--- src/rtl/epp_pkg.sv ---
`timescale 1ns / 1ps
// ----------------------------------------------------------------------------
// Encoder preset positioner: shared package
// Command and direction codes, state and result records used by the core
// and its step logic.
// ----------------------------------------------------------------------------
package epp_pkg;

	localparam int unsigned POS_W   = 32;
	localparam int unsigned LEVEL_W = 8;
	localparam int unsigned CMD_W   = 3;

	localparam logic [LEVEL_W-1:0] DRIVE_LEVEL_RST = 8'hFF;

	// Item kinds carried on the input tuser
	typedef enum logic [CMD_W-1:0] {
		CMD_EDGE = 3'd0,
		CMD_UP   = 3'd1,
		CMD_DOWN = 3'd2,
		CMD_STOP = 3'd3,
		CMD_GOTO = 3'd4,
		CMD_SAVE = 3'd5
	} cmd_t;

	// Motor / seek direction
	typedef enum logic [1:0] {
		DIR_NONE = 2'd0,
		DIR_UP   = 2'd1,
		DIR_DOWN = 2'd2
	} dir_t;

	// Architectural state of the positioner
	typedef struct packed {
		logic [POS_W-1:0] position;
		logic [POS_W-1:0] preset0;
		logic [POS_W-1:0] preset1;
		logic [POS_W-1:0] target;
		dir_t             seek_dir;
		dir_t             drive_dir;
	} state_t;

	// One result item
	typedef struct packed {
		logic               seeking;
		logic [POS_W-1:0]   position_now;
		logic [LEVEL_W-1:0] down_pwm;
		logic [LEVEL_W-1:0] up_pwm;
	} result_t;

endpackage

--- src/rtl/epp_step.sv ---
`timescale 1ns / 1ps
// ----------------------------------------------------------------------------
// Encoder preset positioner: step logic
// Next state and result for one item, given the current state.
// ----------------------------------------------------------------------------
module epp_step (
	input  logic [epp_pkg::CMD_W-1:0]   cmd,
	input  logic                        enc_b,
	input  logic                        preset_slot,
	input  logic [epp_pkg::LEVEL_W-1:0] drive_level,
	input  epp_pkg::state_t             cur,
	output epp_pkg::state_t             nxt,
	output epp_pkg::result_t            res
);

	logic                      busy;
	logic [epp_pkg::POS_W-1:0] pos_step;
	logic [epp_pkg::POS_W-1:0] preset_sel;

	assign busy       = (cur.seek_dir != epp_pkg::DIR_NONE);
	assign pos_step   = enc_b ? (cur.position - 32'd1) : (cur.position + 32'd1);
	assign preset_sel = preset_slot ? cur.preset1 : cur.preset0;

	// Next state
	always_comb begin
		nxt = cur;
		if (cmd == epp_pkg::CMD_EDGE) begin
			nxt.position = pos_step;
			// seek ends on the first edge past the target
			if ((cur.seek_dir == epp_pkg::DIR_UP &&
			     $signed(pos_step) > $signed(cur.target)) ||
			    (cur.seek_dir == epp_pkg::DIR_DOWN &&
			     $signed(pos_step) < $signed(cur.target))) begin
				nxt.seek_dir  = epp_pkg::DIR_NONE;
				nxt.drive_dir = epp_pkg::DIR_NONE;
			end
		end else if (!busy) begin
			unique case (cmd)
				epp_pkg::CMD_UP:   nxt.drive_dir = epp_pkg::DIR_UP;
				epp_pkg::CMD_DOWN: nxt.drive_dir = epp_pkg::DIR_DOWN;
				epp_pkg::CMD_STOP: nxt.drive_dir = epp_pkg::DIR_NONE;
				epp_pkg::CMD_GOTO: begin
					nxt.target = preset_sel;
					priority if ($signed(cur.position) < $signed(preset_sel)) begin
						nxt.drive_dir = epp_pkg::DIR_UP;
						nxt.seek_dir  = epp_pkg::DIR_UP;
					end else if ($signed(cur.position) > $signed(preset_sel)) begin
						nxt.drive_dir = epp_pkg::DIR_DOWN;
						nxt.seek_dir  = epp_pkg::DIR_DOWN;
					end else begin
						nxt.drive_dir = epp_pkg::DIR_NONE;
						nxt.seek_dir  = epp_pkg::DIR_NONE;
					end
				end
				epp_pkg::CMD_SAVE: begin
					if (preset_slot) begin
						nxt.preset1 = cur.position;
					end else begin
						nxt.preset0 = cur.position;
					end
				end
				default: ; // unused codes, no change
			endcase
		end
	end

	// Result from the updated state
	always_comb begin
		res.up_pwm       = (nxt.drive_dir == epp_pkg::DIR_UP) ? drive_level : '0;
		res.down_pwm     = (nxt.drive_dir == epp_pkg::DIR_DOWN) ? drive_level : '0;
		res.position_now = nxt.position;
		res.seeking      = (nxt.seek_dir != epp_pkg::DIR_NONE);
	end

endmodule

--- src/rtl/encoder_preset_positioner_core.sv ---
`timescale 1ns / 1ps
// ----------------------------------------------------------------------------
// Encoder preset positioner core
// Position counter, two presets and a bang-bang seek toward a preset.
// ----------------------------------------------------------------------------
// Usage:
//   Input stream s_axis: tuser holds the command (edge, up, down, stop,
//   go-to, save); tdata holds the encoder B level and the preset slot.
//   Output stream m_axis: one result per input item with both PWM duties,
//   the position after the item and the seek flag.
//   cfg_we/cfg_wdata write the drive duty; write it only while idle.
// Path: an input transfer passes the input register, then the result
//   register, before its result appears on m_axis.
// Throughput: one item per cycle while m_axis_tready is high; the state
//   update is a single add and signed compare between the two registers.
// Reset: position, presets and target clear to zero, motor stopped, no
//   seek, duty 255, both stream valids low.
// Stall: when m_axis_tready is low the result holds; one more item waits
//   in the input register, then s_axis_tready drops.
// ----------------------------------------------------------------------------
module encoder_preset_positioner_core (
	input  logic        clk,
	input  logic        arst_n,
	// config
	input  logic        cfg_we,
	input  logic [7:0]  cfg_wdata,     // drive_level
	// input stream
	input  logic        s_axis_tvalid,
	output logic        s_axis_tready,
	input  logic [7:0]  s_axis_tdata,  // [0] enc_b, [1] preset_slot, rest zero
	input  logic [2:0]  s_axis_tuser,  // [2:0] command
	// output stream
	output logic        m_axis_tvalid,
	input  logic        m_axis_tready,
	output logic [55:0] m_axis_tdata   // [7:0] up_pwm, [15:8] down_pwm,
	                                   // [47:16] position_now, [48] seeking
);

	logic [epp_pkg::LEVEL_W-1:0] drive_level_q;
	epp_pkg::state_t             state_q;
	epp_pkg::state_t             state_nxt;
	epp_pkg::result_t            res_nxt;
	epp_pkg::result_t            res_s2;

	logic                        valid_s1;
	logic [epp_pkg::CMD_W-1:0]   cmd_s1;
	logic                        enc_b_s1;
	logic                        slot_s1;
	logic                        valid_s2;
	logic                        adv_s2;

	assign adv_s2        = valid_s1 && (!valid_s2 || m_axis_tready);
	assign s_axis_tready = !valid_s1 || adv_s2;

	// Config register
	always_ff @(posedge clk or negedge arst_n) begin
		if (!arst_n) begin
			drive_level_q <= epp_pkg::DRIVE_LEVEL_RST;
		end else if (cfg_we) begin
			drive_level_q <= cfg_wdata;
		end
	end

	// Input register
	always_ff @(posedge clk or negedge arst_n) begin
		if (!arst_n) begin
			valid_s1 <= 1'b0;
		end else if (s_axis_tready) begin
			valid_s1 <= s_axis_tvalid;
		end
	end

	always_ff @(posedge clk) begin
		if (s_axis_tready && s_axis_tvalid) begin
			cmd_s1   <= s_axis_tuser;
			enc_b_s1 <= s_axis_tdata[0];
			slot_s1  <= s_axis_tdata[1];
		end
	end

	epp_step u_step (
		.cmd         (cmd_s1),
		.enc_b       (enc_b_s1),
		.preset_slot (slot_s1),
		.drive_level (drive_level_q),
		.cur         (state_q),
		.nxt         (state_nxt),
		.res         (res_nxt)
	);

	// State update on each item leaving the input register
	always_ff @(posedge clk or negedge arst_n) begin
		if (!arst_n) begin
			state_q <= '{position: '0, preset0: '0, preset1: '0, target: '0,
			             seek_dir: epp_pkg::DIR_NONE, drive_dir: epp_pkg::DIR_NONE};
		end else if (adv_s2) begin
			state_q <= state_nxt;
		end
	end

	// Result register
	always_ff @(posedge clk or negedge arst_n) begin
		if (!arst_n) begin
			valid_s2 <= 1'b0;
		end else if (adv_s2) begin
			valid_s2 <= 1'b1;
		end else if (m_axis_tready) begin
			valid_s2 <= 1'b0;
		end
	end

	always_ff @(posedge clk) begin
		if (adv_s2) begin
			res_s2 <= res_nxt;
		end
	end

	assign m_axis_tvalid = valid_s2;
	assign m_axis_tdata  = {7'd0, res_s2};

endmodule

--- config.mk ---
export PLATFORM = sky130hd
export DESIGN_NAME = encoder_preset_positioner_core
export DESIGN_NICKNAME = d
export VERILOG_FILES = /design/src/rtl/epp_pkg.sv /design/src/rtl/epp_step.sv /design/src/rtl/encoder_preset_positioner_core.sv
export SDC_FILE = /design/constraint.sdc
export NUM_CORES = 1
export LEC_CHECK = 0
export BUFFER_PORTS_ARGS = -buffer_cell sky130_fd_sc_hd__buf_2
export CORE_ASPECT_RATIO = 1.25
export CORE_MARGIN = 5
export CORE_UTILIZATION = 26
export DETAILED_ROUTE_END_ITERATION = 10
export MAX_ROUTING_LAYER = met4
export PLACE_DENSITY = 0.5
export SLEW_MARGIN = 20
export SYNTH_ARGS = -nofsm -noshare
export SYNTH_HDL_FRONTEND = slang
export SYNTH_SLANG_ARGS = --single-unit
--- constraint.sdc ---
create_clock -name clk -period 6.79 [get_ports clk]
set_input_delay 1.358 -clock clk [delete_from_list [all_inputs] [get_ports clk]]
set_output_delay 1.358 -clock clk [all_outputs]
set_load 0.05 [all_outputs]
==> impl_results.html, run 1 <==
<table>
<tr><th>Metric</th><th>Value</th></tr>
<tr><th colspan="2">Outcome</th></tr>
<tr><td>Run status</td><td>complete, no violations</td></tr>
<tr><th colspan="2">Final layout</th></tr>
<tr><td>Synthesis-to-finish area growth</td><td>14.6%</td></tr>
<tr><td>Fill count</td><td>4,469</td></tr>
<tr><td>Top library cells by usage in the layout, fill and taps aside</td><td>sky130_fd_sc_hd__nand2_1 (139), sky130_fd_sc_hd__dfrtp_1 (134), sky130_fd_sc_hd__mux2_2 (95)</td></tr>
<tr><td>Most common library cell in the layout ignoring fill and taps</td><td>sky130_fd_sc_hd__nand2_1</td></tr>
<tr><td>Antenna diodes</td><td>0</td></tr>
<tr><td>Fraction of final layout cells sized beyond drive strength 1</td><td>21.4%</td></tr>
<tr><td>Final #Nets</td><td>1,238</td></tr>
<tr><th colspan="2">Detailed routing</th></tr>
<tr><td>Post-detailed-route count of antenna-violating nets</td><td>0</td></tr>
<tr><td>Routed WL per cell</td><td>16.7 microns</td></tr>
<tr><td>Number of detailed-routing iterations run before antenna repair</td><td>4</td></tr>
<tr><td>DRC violation count after routing</td><td>0</td></tr>
<tr><td>Count of routing violations after the opening detailed-route iteration</td><td>315</td></tr>
<tr><td>Vias</td><td>8,022</td></tr>
<tr><td>Via density per instance</td><td>4.73</td></tr>
<tr><td>Total wire length after detailed routing</td><td>28,400 microns</td></tr>
<tr><th colspan="2">Setup path</th></tr>
<tr><td>Crit path launch type</td><td>flop</td></tr>
<tr><td>Largest incremental delay on the critical path</td><td>760 ps</td></tr>
<tr><td>Crit path kind</td><td>flop to flop</td></tr>
<tr><td>Source of the worst register-to-register timing path</td><td>enc_b_s1$_DFFE_PP_</td></tr>
<tr><td>Worst setup path end</td><td>m_axis_tdata[13]$_SDFFCE_PP0P_</td></tr>
<tr><td>Setup slack, reg-to-reg</td><td>860 ps</td></tr>
<tr><td>Critical path launch point</td><td>enc_b_s1$_DFFE_PP_</td></tr>
<tr><td>Arrival time worst endpoint</td><td>6140 ps</td></tr>
<tr><td>Data required time of the critical path</td><td>7000 ps</td></tr>
<tr><td>FF-to-FF End</td><td>m_axis_tdata[13]$_SDFFCE_PP0P_</td></tr>
<tr><td>Reg2reg path depth</td><td>18</td></tr>
<tr><td>Crit end category</td><td>flop</td></tr>
<tr><td>Sequence of cells on the critical path</td><td>buf_4, ha_1, nand3_1, nor2_1, nand4_1, a211oi_1, o21ai_0, and3_1, xnor2_1, ha_1, nand4_1, nor4_1, buf_4, a21oi_1, a31oi_1, mux2i_4, o31a_1, and3_1</td></tr>
<tr><td>Critical-path cell with the highest stage delay</td><td>sky130_fd_sc_hd__edfxtp_1</td></tr>
<tr><td>Largest fanout of any net on the critical path</td><td>17</td></tr>
<tr><th colspan="2">Synthesis</th></tr>
<tr><td>Synth Warn #</td><td>0</td></tr>
<tr><td>Mean cell area of the mapped netlist</td><td>10.7 sq um</td></tr>
<tr><td>Synth Instances</td><td>1,052</td></tr>
<tr><td>Number of distinct library cell variants in the gate-level netlist after synthesis</td><td>69</td></tr>
<tr><td>Async set or reset register ratio after synthesis</td><td>72.4%</td></tr>
<tr><td>Synthesized flop and latch total</td><td>196</td></tr>
<tr><td>Netlist Area Pre-Place</td><td>11,300 sq um</td></tr>
<tr><td>Share of synthesized area occupied by flip-flops and latches</td><td>46.0%</td></tr>
<tr><td>Count of flip-flops with a built-in enable after synthesis</td><td>54</td></tr>
<tr><td>Dominant register cell in the synthesized netlist</td><td>sky130_fd_sc_hd__dfrtp_1</td></tr>
<tr><th colspan="2">STA</th></tr>
<tr><td>Setup TNS</td><td>0 ps</td></tr>
<tr><td>Setup skew after layout</td><td>15.4 ps</td></tr>
<tr><td>Share of the cycle needed by the critical path after routing</td><td>87.4%</td></tr>
<tr><td>Remaining max-slew budget at the tightest pin</td><td>41.6%</td></tr>
<tr><td>Final WS setup</td><td>858 ps</td></tr>
<tr><td>Total count of max-transition violations in the final report</td><td>0</td></tr>
<tr><td>Number of endpoints with negative hold slack in the final report</td><td>0</td></tr>
<tr><td>Setup repair after global routing missed its margin</td><td>no</td></tr>
<tr><td>Highest achievable clock rate</td><td>169 MHz</td></tr>
<tr><td>Crit path time final</td><td>5930 ps</td></tr>
<tr><td>Slew at the pin with the worst max-slew slack</td><td>875 ps</td></tr>
<tr><td>Final setup violation count</td><td>0</td></tr>
<tr><th colspan="2">CTS</th></tr>
<tr><td>CTS-repair resized insts</td><td>0</td></tr>
<tr><td>Post-cts hold buffer count</td><td>0</td></tr>
<tr><td>Clock slew seen by the registers of the worst setup and hold paths</td><td>80 ps</td></tr>
<tr><td>Setup Fix Bufs, Post-CTS</td><td>0</td></tr>
<tr><td>CTS Root Cell</td><td>sky130_fd_sc_hd__clkbuf_16</td></tr>
<tr><td>Number of buffers inserted during clock tree synthesis</td><td>17</td></tr>
<tr><td>Bufs on Longest Clock Path</td><td>2</td></tr>
<tr><td>Deepest level of the CTS H-tree</td><td>4</td></tr>
<tr><td>Worst-Skew Late Latency</td><td>460 ps</td></tr>
<tr><td>Total number of clock tree sinks</td><td>196</td></tr>
<tr><td>TritonCTS clock tree</td><td>built</td></tr>
<tr><th colspan="2">Global route</th></tr>
<tr><td>Number of antenna violations at the first check in global routing</td><td>0</td></tr>
<tr><td>Global Route Usage Sum</td><td>12.5%</td></tr>
<tr><td>GR Overflow Total</td><td>0</td></tr>
<tr><td>Number of global-route vias before repair</td><td>8,176</td></tr>
<tr><td>Global routing usage on met2</td><td>21.8%</td></tr>
<tr><td>Routing usage on met3</td><td>1.98%</td></tr>
<tr><td>Pin count of the biggest net entering global routing</td><td>84</td></tr>
<tr><td>Met1 capacity usage during global routing</td><td>14.3%</td></tr>
<tr><td>Highest-utilization routing layer at the global route stage</td><td>met2</td></tr>
<tr><td>Global-route wire length before repair</td><td>45,700 microns</td></tr>
<tr><th colspan="2">Power and ir drop</th></tr>
<tr><td>Maximum VDD drop</td><td>0.197 mV</td></tr>
<tr><td>Internal portion of total power</td><td>0.00343 W</td></tr>
<tr><td>Pleak</td><td>5.69 nW</td></tr>
<tr><td>Proportion of total power due to net switching</td><td>44.7%</td></tr>
<tr><td>Seq pwr share</td><td>31.5%</td></tr>
<tr><td>Clock network fraction of design power</td><td>17.0%</td></tr>
<tr><td>Combinational Power Share</td><td>51.5%</td></tr>
<tr><td>Switching component of the power</td><td>0.00277 W</td></tr>
<tr><td>Power per standard cell area</td><td>480 nW/um^2</td></tr>
<tr><th colspan="2">Placement</th></tr>
<tr><td>Global placement routability congestion</td><td>0.829</td></tr>
<tr><td>Post-Place Setup Slack</td><td>805 ps</td></tr>
<tr><td>DP Wirelength</td><td>20,000 microns</td></tr>
<tr><td>Number of port buffers</td><td>68</td></tr>
<tr><th colspan="2">Min path</th></tr>
<tr><td>Hold_sp</td><td>state_q[24]$_DFFE_PN0P_</td></tr>
<tr><td>Worst hold path depth</td><td>2</td></tr>
<tr><td>Worst min-delay path class</td><td>flop to flop</td></tr>
<tr><th colspan="2">Floorplanning</th></tr>
<tr><td>Die boundary width</td><td>196 microns</td></tr>
<tr><td>Number of rows created at floorplan</td><td>85</td></tr>
<tr><td>Die height</td><td>243 microns</td></tr>
<tr><td>Starting density of the core</td><td>26.2%</td></tr>
<tr><td>Core footprint</td><td>43,000 sq um</td></tr>
<tr><td>Total Die Area</td><td>47,700 sq um</td></tr>
<tr><td>Boundary pin count</td><td>82</td></tr>
<tr><th colspan="2">Flow run</th></tr>
<tr><td>Max-capacitance violation count</td><td>0</td></tr>
</table>
-- state kept, by name, summed over array words and instances, names as in the netlist --
| register | cells |
|---|---|
| state_q | 132 |
| m_axis_tdata | 49 |
| enc_b_s1 | 1 |
| cmd_s1 | 3 |
| drive_level_q | 8 |
| m_axis_tvalid | 1 |
| valid_s1 | 1 |
| slot_s1 | 1 |
-- logic make-up after synthesis --
kind of cell | count (synthesis) | share of synthesized area [%]
simple gates | 300 | 12.4
compound gates | 213 | 12.7
flops | 196 | 46.0
mux | 135 | 13.2
fa+ha+maj | 95 | 10.6
buf+inv | 87 | 3.20
xor+xnor | 25 | 1.94
other cells | 1 | 0.0332
-- metrics by stage --
stage	util (%)	area (sq um)	hold slack (ps)	std cells	power (W)
final	30.1	12900	482	1697	0.00620
after global routing	30.1	12900	504	1697	0.00676
after CTS	30.1	12900	487	1697	0.00630
after detailed placement	28.6	12300	467	1665	0.00521
after global placement	28.6	12300	460	1665	0.00516
after floorplan	-	11300	444	1058	0.00434
-- cell usage after synthesis (17+ instances only) --
cell                         n  share of area, %
sky130_fd_sc_hd__a21o_1     17               1.1
sky130_fd_sc_hd__a21oi_1    53               2.4
sky130_fd_sc_hd__and3_1     23               1.3
sky130_fd_sc_hd__clkbuf_1   27              0.90
sky130_fd_sc_hd__dfrtp_1   134                30
sky130_fd_sc_hd__edfxtp_1   54                14
sky130_fd_sc_hd__ha_1       94                10
sky130_fd_sc_hd__inv_1      44               1.5
sky130_fd_sc_hd__mux2_2     95               9.5
sky130_fd_sc_hd__mux2i_1    32               2.8
sky130_fd_sc_hd__nand2_1   139               4.6
sky130_fd_sc_hd__nand3_1    21              0.93
sky130_fd_sc_hd__nand4_1    18               1.0
sky130_fd_sc_hd__nor2_1     44               1.5
sky130_fd_sc_hd__o21ai_0    62               2.8
sky130_fd_sc_hd__xnor2_1    18               1.4
-- power by group through the flow --
stage / clock [W] / sequential, W / combinational [W]
5_1_grt: 0.00113 / 0.00202 / 0.00361
6_report: 0.00105 / 0.00196 / 0.00319
2_1_floorplan: 0 / 0.00214 / 0.00220
4_1_cts: 0.00109 / 0.00197 / 0.00325
3_3_place_gp: 0 / 0.00197 / 0.00319
3_5_place_dp: 0 / 0.00199 / 0.00322
-- worst max-delay path, delay by kind of cell (launching register included) --
family                   cells  cell delay [ps]
buffers and inverters        2              510
multiplexers                 1              170
flip-flops                   1              760
AO/OA/AOI/OAI                5             1530
adder cells (fa/ha/maj)      2              820
XOR/XNOR                     1              140
AND/OR/NAND/NOR              7             1730
-- per-layer routing --
metal | routed length (microns) | vias up | share of wire [%]
met3 | 767 | 32 | 2.7
met2 | 15000 | 108 | 53
met4 | 694 | 0 | 2.4
met1 | 11900 | 3929 | 42
li1 | - | 3953 | -
met5 | 0 | - | 0
-- layout make-up --
type	count	area [sq um]	area share, %
Inverter	45	170	1.32
Timing Repair Buffer	84	467	3.61
Clock buffer	17	425	3.29
Clock inverter	15	194	1.50
Sequential cell	196	5180	40.1
Tap cell	565	707	5.47
Multi-Input combinational cell	775	5770	44.7
-- worst min path at each step --
| stage | end | slack, ps |
|---|---|---|
| after floorplan | state_q[36]$_DFFE_PN0P_ | 440 |
| after global placement | state_q[36]$_DFFE_PN0P_ | 460 |
| after detailed placement | state_q[36]$_DFFE_PN0P_ | 470 |
| after CTS | state_q[36]$_DFFE_PN0P_ | 490 |
| after global routing | state_q[82]$_DFFE_PN0P_ | 500 |
| final | state_q[24]$_DFFE_PN0P_ | 480 |
Note: power is estimated with default switching activity, not from simulation.
==> inputs of run 2 (changes only) <==
--- a/config.mk
+++ b/config.mk
@@ -6,12 +6,16 @@
 export NUM_CORES = 1
 export LEC_CHECK = 0
 export BUFFER_PORTS_ARGS = -buffer_cell sky130_fd_sc_hd__buf_2
+export CAP_MARGIN = 20
+export CELL_PAD_IN_SITES_DETAIL_PLACEMENT = 1
+export CELL_PAD_IN_SITES_GLOBAL_PLACEMENT = 2
 export CORE_ASPECT_RATIO = 1.25
 export CORE_MARGIN = 5
 export CORE_UTILIZATION = 26
+export CTS_BUF_LIST = sky130_fd_sc_hd__clkbuf_4 sky130_fd_sc_hd__clkbuf_8
 export DETAILED_ROUTE_END_ITERATION = 10
 export MAX_ROUTING_LAYER = met4
-export PLACE_DENSITY = 0.5
+export PLACE_DENSITY = 0.65
 export SLEW_MARGIN = 20
 export SYNTH_ARGS = -nofsm -noshare
 export SYNTH_HDL_FRONTEND = slang
==> run 2 against run 1 <==
  * Power decreased by 3.2%
  * Sequential cell count unchanged
  * Sequential share of layout area increased by 0.76 points
  * Largest power group unchanged
  * Critical endpoint is now m_axis_tdata[9]$_SDFFCE_PP0P_
  * Final cell count unchanged
  * Wire length increased by 9.8%
  * Final area decreased by 1.9%
  * Clock skew increased by 4.0 ps
  * First-iteration DRC count increased by 22%
  * Non-clock buffer count decreased by 1
  * Global-route usage increased by 1.4 points
  * Clock power decreased by 27%
==> impl_results.html, run 2 (synthesis gave the netlist of run 1 again) <==
<table>
<tr><th>Metric</th><th>Value</th></tr>
<tr><th colspan="2">Outcome</th></tr>
<tr><td>Run status</td><td>complete, no violations</td></tr>
<tr><th colspan="2">STA</th></tr>
<tr><td>Slew at the pin with the worst max-slew slack</td><td>1000 ps (+127 ps)</td></tr>
<tr><td>Remaining max-slew budget at the tightest pin</td><td>33.2% (-8.5 points)</td></tr>
<tr><td>Share of the cycle needed by the critical path after routing</td><td>89.2% (+1.8 points)</td></tr>
<tr><td>Number of endpoints with negative hold slack in the final report</td><td>0 (unchanged)</td></tr>
<tr><td>Setup repair after global routing missed its margin</td><td>no</td></tr>
<tr><td>Setup skew after layout</td><td>19.4 ps (+3.98 ps)</td></tr>
<tr><td>Highest achievable clock rate</td><td>165 MHz (-2.0%)</td></tr>
<tr><td>Setup TNS</td><td>0 ps (unchanged)</td></tr>
<tr><td>Crit path time final</td><td>6060 ps (+123 ps)</td></tr>
<tr><td>Total count of max-transition violations in the final report</td><td>0 (unchanged)</td></tr>
<tr><td>Final setup violation count</td><td>0 (unchanged)</td></tr>
<tr><th colspan="2">Global route</th></tr>
<tr><td>Global Route Usage Sum</td><td>13.9% (+1.4 points)</td></tr>
<tr><td>GR Overflow Total</td><td>0 (unchanged)</td></tr>
<tr><td>Number of antenna violations at the first check in global routing</td><td>1 (+1)</td></tr>
<tr><td>Global routing usage on met2</td><td>23.4% (+1.6 points)</td></tr>
<tr><td>Routing usage on met3</td><td>1.86% (-0.12 points)</td></tr>
<tr><td>Pin count of the biggest net entering global routing</td><td>98 (+17%)</td></tr>
<tr><td>Global-route wire length before repair</td><td>50,600 microns (+11%)</td></tr>
<tr><td>Highest-utilization routing layer at the global route stage</td><td>met2</td></tr>
<tr><td>Met1 capacity usage during global routing</td><td>17.5% (+3.2 points)</td></tr>
<tr><td>Number of global-route vias before repair</td><td>8,818 (+7.9%)</td></tr>
<tr><th colspan="2">Setup path</th></tr>
<tr><td>Kind of cell adding the most delay to the critical path</td><td>simple AND/OR/NAND/NOR gates</td></tr>
<tr><td>Data required time of the critical path</td><td>7060 ps (+60 ps)</td></tr>
<tr><td>Sequence of cells on the critical path</td><td>ha_1, a211oi_1, o21ai_2, o211ai_1, and2_1, a211oi_1, buf_4, or3_1, and3_1, xnor2_1, ha_1, nand4_1, nor4_1, buf_4, a21oi_1, a31oi_1, mux2i_4, o31a_1, and3_1</td></tr>
<tr><td>Crit path launch type</td><td>flop</td></tr>
<tr><td>Critical-path cell with the highest stage delay</td><td>sky130_fd_sc_hd__edfxtp_1</td></tr>
<tr><td>Reg2reg path depth</td><td>19 (+1)</td></tr>
<tr><td>Largest incremental delay on the critical path</td><td>970 ps (+210 ps)</td></tr>
<tr><td>Crit end category</td><td>flop</td></tr>
<tr><td>Arrival time worst endpoint</td><td>6320 ps (+180 ps)</td></tr>
<tr><td>Largest fanout of any net on the critical path</td><td>16 (-1)</td></tr>
<tr><td>Crit path kind</td><td>flop to flop</td></tr>
<tr><td>CP bufs+invs</td><td>2 (unchanged)</td></tr>
<tr><td>Critical Path Stages</td><td>19 (+1)</td></tr>
<tr><th colspan="2">Floorplanning</th></tr>
<tr><td>Total Die Area</td><td>47,700 sq um (unchanged)</td></tr>
<tr><td>Starting density of the core</td><td>26.2% (unchanged)</td></tr>
<tr><td>Core footprint</td><td>43,000 sq um (unchanged)</td></tr>
<tr><td>Die boundary width</td><td>196 microns (unchanged)</td></tr>
<tr><td>Die height</td><td>243 microns (unchanged)</td></tr>
<tr><td>Boundary pin count</td><td>82 (unchanged)</td></tr>
<tr><td>Number of rows created at floorplan</td><td>85 (unchanged)</td></tr>
<tr><th colspan="2">CTS</th></tr>
<tr><td>CTS Root Cell</td><td>sky130_fd_sc_hd__clkbuf_8</td></tr>
<tr><td>Worst-Skew Late Latency</td><td>510 ps (+50 ps)</td></tr>
<tr><td>CTS-repair resized insts</td><td>0 (unchanged)</td></tr>
<tr><td>Number of buffers inserted during clock tree synthesis</td><td>17 (unchanged)</td></tr>
<tr><td>TritonCTS clock tree</td><td>built</td></tr>
<tr><td>Post-cts hold buffer count</td><td>0 (unchanged)</td></tr>
<tr><td>Bufs on Longest Clock Path</td><td>2 (unchanged)</td></tr>
<tr><td>Clock slew seen by the registers of the worst setup and hold paths</td><td>100 ps (+20 ps)</td></tr>
<tr><td>Total number of clock tree sinks</td><td>196 (unchanged)</td></tr>
<tr><td>Setup Fix Bufs, Post-CTS</td><td>0 (unchanged)</td></tr>
<tr><td>Deepest level of the CTS H-tree</td><td>4 (unchanged)</td></tr>
<tr><th colspan="2">Placement</th></tr>
<tr><td>Number of port buffers</td><td>68 (unchanged)</td></tr>
<tr><td>Global placement routability congestion</td><td>0.817 (-1.4%)</td></tr>
<tr><td>DP Wirelength</td><td>22,900 microns (+15%)</td></tr>
<tr><td>Cell area after placement</td><td>12,300 sq um (about the same)</td></tr>
<tr><th colspan="2">Final layout</th></tr>
<tr><td>Number of flip-flops in the largest register</td><td>132 (unchanged)</td></tr>
<tr><td>Fill count</td><td>4,881 (+9.2%)</td></tr>
<tr><td>Post-route standard cell area excluding fillers</td><td>12,700 sq um (-1.9%)</td></tr>
<tr><td>Sequential cell area in the final layout</td><td>5180 sq um (unchanged)</td></tr>
<tr><td>Most common library cell in the layout ignoring fill and taps</td><td>sky130_fd_sc_hd__nand2_1</td></tr>
<tr><td>Multi-input logic area</td><td>5770 sq um (unchanged)</td></tr>
<tr><td>Final #Nets</td><td>1,237 (-0.081%)</td></tr>
<tr><td>Largest register by flop count</td><td>state_q</td></tr>
<tr><td>Synthesis-to-finish area growth</td><td>12.4%</td></tr>
<tr><td>Top library cells by usage in the layout, fill and taps aside</td><td>sky130_fd_sc_hd__nand2_1 (139), sky130_fd_sc_hd__dfrtp_1 (134), sky130_fd_sc_hd__mux2_2 (95)</td></tr>
<tr><td>Fraction of final layout cells sized beyond drive strength 1</td><td>21.2% (-0.16 points)</td></tr>
<tr><th colspan="2">Min path</th></tr>
<tr><td>Worst hold path depth</td><td>2 (unchanged)</td></tr>
<tr><td>Worst min-delay path class</td><td>flop to flop</td></tr>
<tr><th colspan="2">Power and ir drop</th></tr>
<tr><td>Power per standard cell area</td><td>474 nW/um^2 (-1.3%)</td></tr>
<tr><td>Total power of the final layout</td><td>0.00601 W (-3.2%)</td></tr>
<tr><td>Maximum VDD drop</td><td>0.120 mV (-39%)</td></tr>
<tr><td>Pleak</td><td>5.58 nW (-1.8%)</td></tr>
<tr><th colspan="2">Detailed routing</th></tr>
<tr><td>Post-detailed-route count of antenna-violating nets</td><td>0 (unchanged)</td></tr>
<tr><td>DRC violation count after routing</td><td>0 (unchanged)</td></tr>
<tr><td>Vias</td><td>8,149 (+1.6%)</td></tr>
<tr><td>Number of detailed-routing iterations run before antenna repair</td><td>4 (unchanged)</td></tr>
<tr><td>Count of routing violations after the opening detailed-route iteration</td><td>385 (+22%)</td></tr>
<tr><td>Via density per instance</td><td>4.80 (+1.6%)</td></tr>
<tr><td>Total wire length after detailed routing</td><td>31,200 microns (+9.8%)</td></tr>
<tr><td>Routed WL per cell</td><td>18.4 microns (+9.8%)</td></tr>
<tr><th colspan="2">Flow run</th></tr>
<tr><td>Max-capacitance violation count</td><td>0 (unchanged)</td></tr>
</table>
[run 2: area by class of cell]
cell class | instances | area share (%)
timing repair buffer | 83 | 3.62
inverter | 45 | 1.34
multi-input combinational | 775 | 45.5
clock buffer | 18 | 1.90
antenna | 1 | 0.0197
tap | 565 | 5.57
sequential | 196 | 40.9
clock inverter | 14 | 1.11
[run 2: where the power goes]
group	total [W]	internal, W	switching, W
combinational	0.00327	0.00129	0.00198
sequential	0.00196	0.00164	0.000320
clock	0.000771	0.000306	0.000465
total	0.00601	0.00324	0.00277
[run 2: path summary, 6_finish.rpt]
check / to / slack [ps] / start
min in group asynchronous: state_q[8]$_DFFE_PN0P_ / 880 / arst_n
max: m_axis_tdata[9]$_SDFFCE_PP0P_ / 730 / enc_b_s1$_DFFE_PP_
min: state_q[36]$_DFFE_PN0P_ / 490 / state_q[36]$_DFFE_PN0P_
max reg2reg: m_axis_tdata[9]$_SDFFCE_PP0P_ / 730 / enc_b_s1$_DFFE_PP_
min reg2reg: state_q[36]$_DFFE_PN0P_ / 490 / state_q[36]$_DFFE_PN0P_
max in group asynchronous: state_q[130]$_DFFE_PN0P_ / 4690 / arst_n
[run 2: metal layers]
metal / share of wire (%) / up-vias
met4: 1.5 / 0
met1: 46 / 4080
met3: 1.7 / 24
li1: - / 3964
met5: 0 / -
met2: 50 / 81
[run 2: stage by stage]
stage	hold WS [ps]	util, %	std cells	setup WS, ps
floorplan	444	-	1058	1670
global route	511	29.5	1697	402
finish	489	29.5	1697	734
CTS	493	29.5	1696	675
detailed placement	468	28.6	1664	709
global placement	461	28.6	1664	745
[run 2: tightest hold or removal path: stages (launching register included)]
cell                      delay (ps)
sky130_fd_sc_hd__dfrtp_1         350
sky130_fd_sc_hd__nand2_1          50
sky130_fd_sc_hd__o21ai_0          60
